## config.mk

```make
export PLATFORM = sky130hd
export DESIGN_NAME = twcol_div
export DESIGN_NICKNAME = d
export VERILOG_FILES = /design/src/design/twcol_pkg.sv /design/src/design/twcol_div.sv
export SDC_FILE = /design/constraint.sdc
export NUM_CORES = 1
export LEC_CHECK = 0
export CORE_MARGIN = 8
export CORE_UTILIZATION = 60
export CTS_BUF_LIST = sky130_fd_sc_hd__clkbuf_4 sky130_fd_sc_hd__clkbuf_8 sky130_fd_sc_hd__clkbuf_16
export CTS_CLUSTER_SIZE = 10
export DETAILED_ROUTE_END_ITERATION = 6
export DONT_BUFFER_PORTS = 1
export PLACE_DENSITY = 0.77
export SETUP_SLACK_MARGIN = 0.1
export SYNTH_ARGS = -nofsm -noshare
export SYNTH_HDL_FRONTEND = slang
export SYNTH_SLANG_ARGS = --single-unit
```

## constraint.sdc

```tcl
create_clock -name clk_i -period 5.16 [get_ports clk_i]
set_input_delay 0.516 -clock clk_i [delete_from_list [all_inputs] [get_ports clk_i]]
set_output_delay 0.516 -clock clk_i [all_outputs]
set_load 0.005 [all_outputs]
```

## src/design/twcol_pkg.sv

```systemverilog
// ----------------------------------------------------------------------------
// twcol_pkg
// Shared types and constants of the textured wall column pixel core.
// ----------------------------------------------------------------------------
`default_nettype none

package twcol_pkg;

  // Opcodes of an input item.
  localparam logic OP_LOAD  = 1'b0;
  localparam logic OP_SHADE = 1'b1;

  // Configuration register indexes.
  localparam logic [1:0] REG_PLAYER_X = 2'd0;
  localparam logic [1:0] REG_PLAYER_Y = 2'd1;
  localparam logic [1:0] REG_SCREEN_W = 2'd2;
  localparam logic [1:0] REG_SCREEN_H = 2'd3;

  // Texture codes.
  localparam logic [1:0] TEX_NORTH = 2'd0;
  localparam logic [1:0] TEX_SOUTH = 2'd1;
  localparam logic [1:0] TEX_WEST  = 2'd2;
  localparam logic [1:0] TEX_EAST  = 2'd3;

  // Per-channel halving mask for y-side shading.
  localparam logic [23:0] HALF_MASK = 24'h7F7F7F;

  // Sideband that travels beside the row divider.
  typedef struct packed {
    logic        op;
    logic        side;
    logic [1:0]  tex;
    logic [7:0]  tx;
    logic [13:0] tidx;
    logic [23:0] tcolor;
    logic [9:0]  row;
    logic [9:0]  col;
  } item_t;

endpackage

`default_nettype wire

```

## src/design/twcol_div.sv

```systemverilog
// ----------------------------------------------------------------------------
// twcol_div
// Pipelined restoring divider for the texture row, one quotient bit a stage.
// ----------------------------------------------------------------------------
`default_nettype none

module twcol_div
  import twcol_pkg::*;
#(
  parameter int TB = 6
) (
  input  wire logic               clk_i,
  input  wire logic               rst_ni,
  input  wire logic               valid_i,
  input  wire item_t              item_i,
  input  wire logic signed [25:0] d_i,
  input  wire logic [15:0]        h_i,
  output logic                    valid_o,
  output item_t                   item_o,
  output logic [TB-1:0]           ty_o
);

  logic          v_q    [TB+1];
  item_t         it_q   [TB+1];
  logic [23:0]   rem_q  [TB+1];
  logic [23:0]   den_q  [TB+1];
  logic [TB-1:0] quo_q  [TB+1];
  logic          zero_q [TB+1];
  logic          clmp_q [TB+1];

  logic [23:0] den_d;
  logic        zero_d;
  logic        clmp_d;

  // Rows at or above the slice end clamp; nonpositive offsets give row zero.
  assign den_d  = {h_i, 8'b0};
  assign zero_d = (d_i <= 26'sd0);
  assign clmp_d = !zero_d && (d_i[24:0] >= {1'b0, den_d});

  always_ff @(posedge clk_i or negedge rst_ni) begin
    if (!rst_ni) begin
      v_q[0] <= 1'b0;
    end else begin
      v_q[0] <= valid_i;
    end
  end

  always_ff @(posedge clk_i) begin
    it_q[0]   <= item_i;
    rem_q[0]  <= d_i[23:0];
    den_q[0]  <= den_d;
    quo_q[0]  <= '0;
    zero_q[0] <= zero_d;
    clmp_q[0] <= clmp_d;
  end

  for (genvar k = 0; k < TB; k++) begin : g_stage
    logic [24:0] r2;
    logic        ge;
    logic [24:0] diff;
    assign r2   = {rem_q[k], 1'b0};
    assign ge   = (r2 >= {1'b0, den_q[k]});
    assign diff = r2 - {1'b0, den_q[k]};

    always_ff @(posedge clk_i or negedge rst_ni) begin
      if (!rst_ni) begin
        v_q[k+1] <= 1'b0;
      end else begin
        v_q[k+1] <= v_q[k];
      end
    end

    always_ff @(posedge clk_i) begin
      it_q[k+1]   <= it_q[k];
      rem_q[k+1]  <= ge ? diff[23:0] : r2[23:0];
      den_q[k+1]  <= den_q[k];
      quo_q[k+1]  <= TB'({quo_q[k], ge});
      zero_q[k+1] <= zero_q[k];
      clmp_q[k+1] <= clmp_q[k];
    end
  end

  assign valid_o = v_q[TB];
  assign item_o  = it_q[TB];
  assign ty_o    = clmp_q[TB] ? {TB{1'b1}} : (zero_q[TB] ? '0 : quo_q[TB]);

endmodule

`default_nettype wire

```

==> results.sh <==
export IMPL_clk_path_buf_depth=3
export IMPL_cts_sinks=757
export IMPL_critical_path_class="reg2reg"
export IMPL_yosysSeqAreaShare_pct=72.3
export IMPL_crit_path_max_fanout=17
export IMPL_slew_headroom_pct=19.6
export IMPL_crit_arrival_ns=3.91
export IMPL_ys_warn_count=0
export IMPL_vias=11300
export IMPL_ys_ff_latch=757
export IMPL_cap_violations=0
export IMPL_gp_congestion=0.855
export IMPL_grt_pass1_wl_um=65000
export IMPL_post_drt_wl_per_cell_um=18.9
export IMPL_pin_count=192
export IMPL_clk_pin_slew_worst_paths_ns=0.06
export IMPL_synthesis_nets=1790
export IMPL_stdcell_count=2214
export IMPL_ys_types=66
export IMPL_worst_pin_slew_ns=1.20
export IMPL_post_synth_top_area_cell="dfxtp_1"
export IMPL_drive_above_1_share_pct=9.44
export IMPL_fp_dieArea_um2=41200
export IMPL_drc_errors=0
export IMPL_antenna_left=0
export IMPL_drtIter0Drc=825
export IMPL_setup_tns_ns=0
export IMPL_syn_mean_instance_area_um2=13.5
export IMPL_fillers=2154
export IMPL_worst_setup_path_start_kind="flip-flop"
export IMPL_synth_top_cell_area_share_pct=71.5
export IMPL_ir_drop_mv=0.469
export IMPL_io_buffer_count=0
export IMPL_min_delay_path_class="in2reg"
export IMPL_coreArea_um2=34500
export IMPL_fin_ws_ns=1.74
export IMPL_cp_required_ns=5.64
export IMPL_hpwl_um=24900
export IMPL_cts_tree="built"
export IMPL_track_usage_pct=20.0
export IMPL_die_x_um=203
export IMPL_antenna_found_initial=0
export IMPL_dp_cells=2002
export IMPL_syn_inst=1558
export IMPL_start_util_pct=60.8
export IMPL_cts_resized=0
export IMPL_holdWs_ns=0.0981
export IMPL_reg2regPathDepth=10
export IMPL_drtPass1Iterations=5
export IMPL_ys_async_sr_fraction_pct=0.925
export IMPL_leakage_nw=11.1
export IMPL_grt_overflow_total=0
export IMPL_syn_cell_area_um2=21000
export IMPL_synth_edf_count=0
export IMPL_status="finished, final reports clean"
export IMPL_antenna_cells=0
export IMPL_pre_cts_ws_ns=1.85
export IMPL_root_buffer="clkbuf_16"
export IMPL_whs_path_depth=1
export IMPL_vias_per_cell=5.12
export IMPL_area_delta_synth_final_pct=19.2
export IMPL_numCtsBuffers=86
export IMPL_finalCriticalPeriod_ns=3.42
export IMPL_r2r_start="den_q[0][9]$_DFF_P_"
export IMPL_holdCritStartpoint="d_i[25]"
export IMPL_final_setup_skew_ns=0.0192
export IMPL_finalWirelength_um=41900
export IMPL_synth_area_leaders="dfxtp_1 (72%), ha_1 (6.7%), mux2_2 (3.1%)"
export IMPL_worstReg2RegEnd="rem_q[1][12]$_DFF_P_"
export IMPL_max_freq_mhz=292
export IMPL_final_hold_violation_count=0
export IMPL_clkLatencyLatePin_ns=0.61
export IMPL_grt_pass1_vias=12300
export IMPL_cp_end_kind="flip-flop"
export IMPL_ff2ff_setup_slack_ns=1.74
export IMPL_cts_htree_levels=3
export IMPL_die_h_um=203
export IMPL_grt_max_degree=32
export IMPL_setup_viol=0
export IMPL_nets=1979
export IMPL_period_share_pct=66.3
export IMPL_final_core_util_pct=72.5
export IMPL_ys_flop_type="dfxtp_1"
export IMPL_row_count=68
export IMPL_power_density_nw_per_um2=593
export IMPL_hold_path_endpoint="zero_q[0]$_DFF_P_"
export IMPL_rsz0062_at_grt="false"
export IMPL_drv_slew=0
-- worst max-delay path, stage by stage, from the launching register on --
cell and delay (ns):
dfxtp_1 0.36, inv_1 0.06, ha_1 0.30, nor2b_4 0.14, o21a_1 0.20, o21ai_2 0.15, a21oi_2 0.12, a221oi_4 0.41
a211oi_2 0.15, nor4_4 0.98, mux2_2 0.43
-- logic make-up after synthesis --
group | after synthesis | synth area share, %
compound gates | 236 | 7.47
xor+xnor | 58 | 2.42
fa+ha+maj | 117 | 7.15
buf+inv | 141 | 2.59
flops | 757 | 72.3
mux | 67 | 3.53
simple gates | 182 | 4.49
-- placed cells by master, fill, tap and decap left out, types with 3 or more instances in the layout --
| cell type | n |
|---|---|
| nor4_1 | 9 |
| fa_1 | 5 |
| o21bai_1 | 5 |
| a21o_1 | 45 |
| nand2_1 | 44 |
| o31ai_1 | 5 |
| o21a_1 | 26 |
| xor2_1 | 25 |
| and3_1 | 5 |
| nor4b_1 | 3 |
| o31a_1 | 8 |
| dfxtp_1 | 750 |
| a31oi_1 | 5 |
| dlygate4sd3_1 | 112 |
| xnor2_1 | 33 |
| ha_1 | 112 |
| inv_1 | 130 |
| clkbuf_16 | 87 |
| clkinv_16 | 3 |
| nor3_1 | 15 |
| nand2b_1 | 7 |
| o21ai_0 | 49 |
| clkbuf_4 | 3 |
| nand3b_1 | 3 |
| nand3_1 | 12 |
| nor2b_1 | 17 |
| a21boi_0 | 3 |
| mux2_2 | 57 |
| a211oi_1 | 8 |
| nand4_1 | 9 |
| a21oi_1 | 55 |
| nor2_1 | 43 |
| dfrtp_1 | 7 |
| mux2i_1 | 10 |
| and4_1 | 3 |
-- stage by stage --
stage          instance area, um2  power, mW
2_1_floorplan               21000       8.96
3_3_place_gp                21500       9.42
3_5_place_dp                21500       9.52
4_1_cts                     25000       14.9
5_1_grt                     25000       15.6
6_report                    25000       14.8
-- final cells by class --
type                    instances  area, um2  share of cell area (%)
multi-input cells             660       5260                    21.0
clock inverters                 8        174                   0.695
flip-flops and latches        757      15200                    60.7
well taps                     455        569                    2.27
repair buffers                112       1120                    4.48
inverters                     130        488                    1.95
clock buffers                  92       2230                    8.90
-- repair_timing --
| item | in CTS | in global routing |
|---|---|---|
| setup buffers | 0 | 0 |
| hold buffers | 112 | 0 |
| hold endpoints to repair | 118 | 0 |
-- metal layers --
metal	GRT usage (%)	routed length, um
met1	20.5	15900
met2	37.0	21900
met5	0	0
met3	5.69	2530
met4	9.74	1560
-- synth_stat cells, drive strengths merged, types with 2 or more instances --
| master | n |
|---|---|
| a21boi | 4 |
| inv | 130 |
| nor4b | 3 |
| a211o | 2 |
| mux2i | 10 |
| o41ai | 2 |
| nand3 | 12 |
| xnor2 | 33 |
| nor2 | 44 |
| a311oi | 3 |
| and2 | 2 |
| nor4 | 10 |
| nand4 | 9 |
| xor2 | 25 |
| dfrtp | 7 |
| and3 | 5 |
| o211ai | 2 |
| clkbuf | 6 |
| o21ai | 52 |
| nand2b | 7 |
| a211oi | 9 |
| o31a | 8 |
| a21o | 45 |
| dfxtp | 750 |
| ha | 112 |
| o21a | 26 |
| o21bai | 5 |
| o31ai | 5 |
| o2111ai | 2 |
| nand2 | 44 |
| buf | 5 |
| a221oi | 3 |
| mux2 | 57 |
| a2111oi | 2 |
| nor2b | 18 |
| nand3b | 3 |
| nor3 | 15 |
| and4 | 3 |
| a31oi | 5 |
| a21oi | 56 |
| fa | 5 |
-- flip-flops by register name, indices dropped and copies added (netlist names) --
register	count
den_q	96
v_q	6
it_q	490
valid_o	1
rem_q	129
zero_q	7
clmp_q	7
quo_q	21
-- power breakdown --
part           switching, mW  total, mW  internal [mW]
sequential             0.288       6.80           6.51
clock                   2.19       5.30           3.11
combinational           1.37       2.75           1.37
-- worst max path at each step --
stage,start,endpoint,slack (ns)
floorplan,den_q[0][9]$_DFF_P_,rem_q[1][16]$_DFF_P_,2.41
CTS,den_q[0][9]$_DFF_P_,rem_q[1][22]$_DFF_P_,1.81
detailed placement,den_q[0][9]$_DFF_P_,rem_q[1][22]$_DFF_P_,1.85
global placement,den_q[0][9]$_DFF_P_,rem_q[1][14]$_DFF_P_,1.91
finish,den_q[0][9]$_DFF_P_,rem_q[1][12]$_DFF_P_,1.74
global route,den_q[0][9]$_DFF_P_,rem_q[1][12]$_DFF_P_,1.62
No activity file was read; power rests on OpenSTA's default activity.
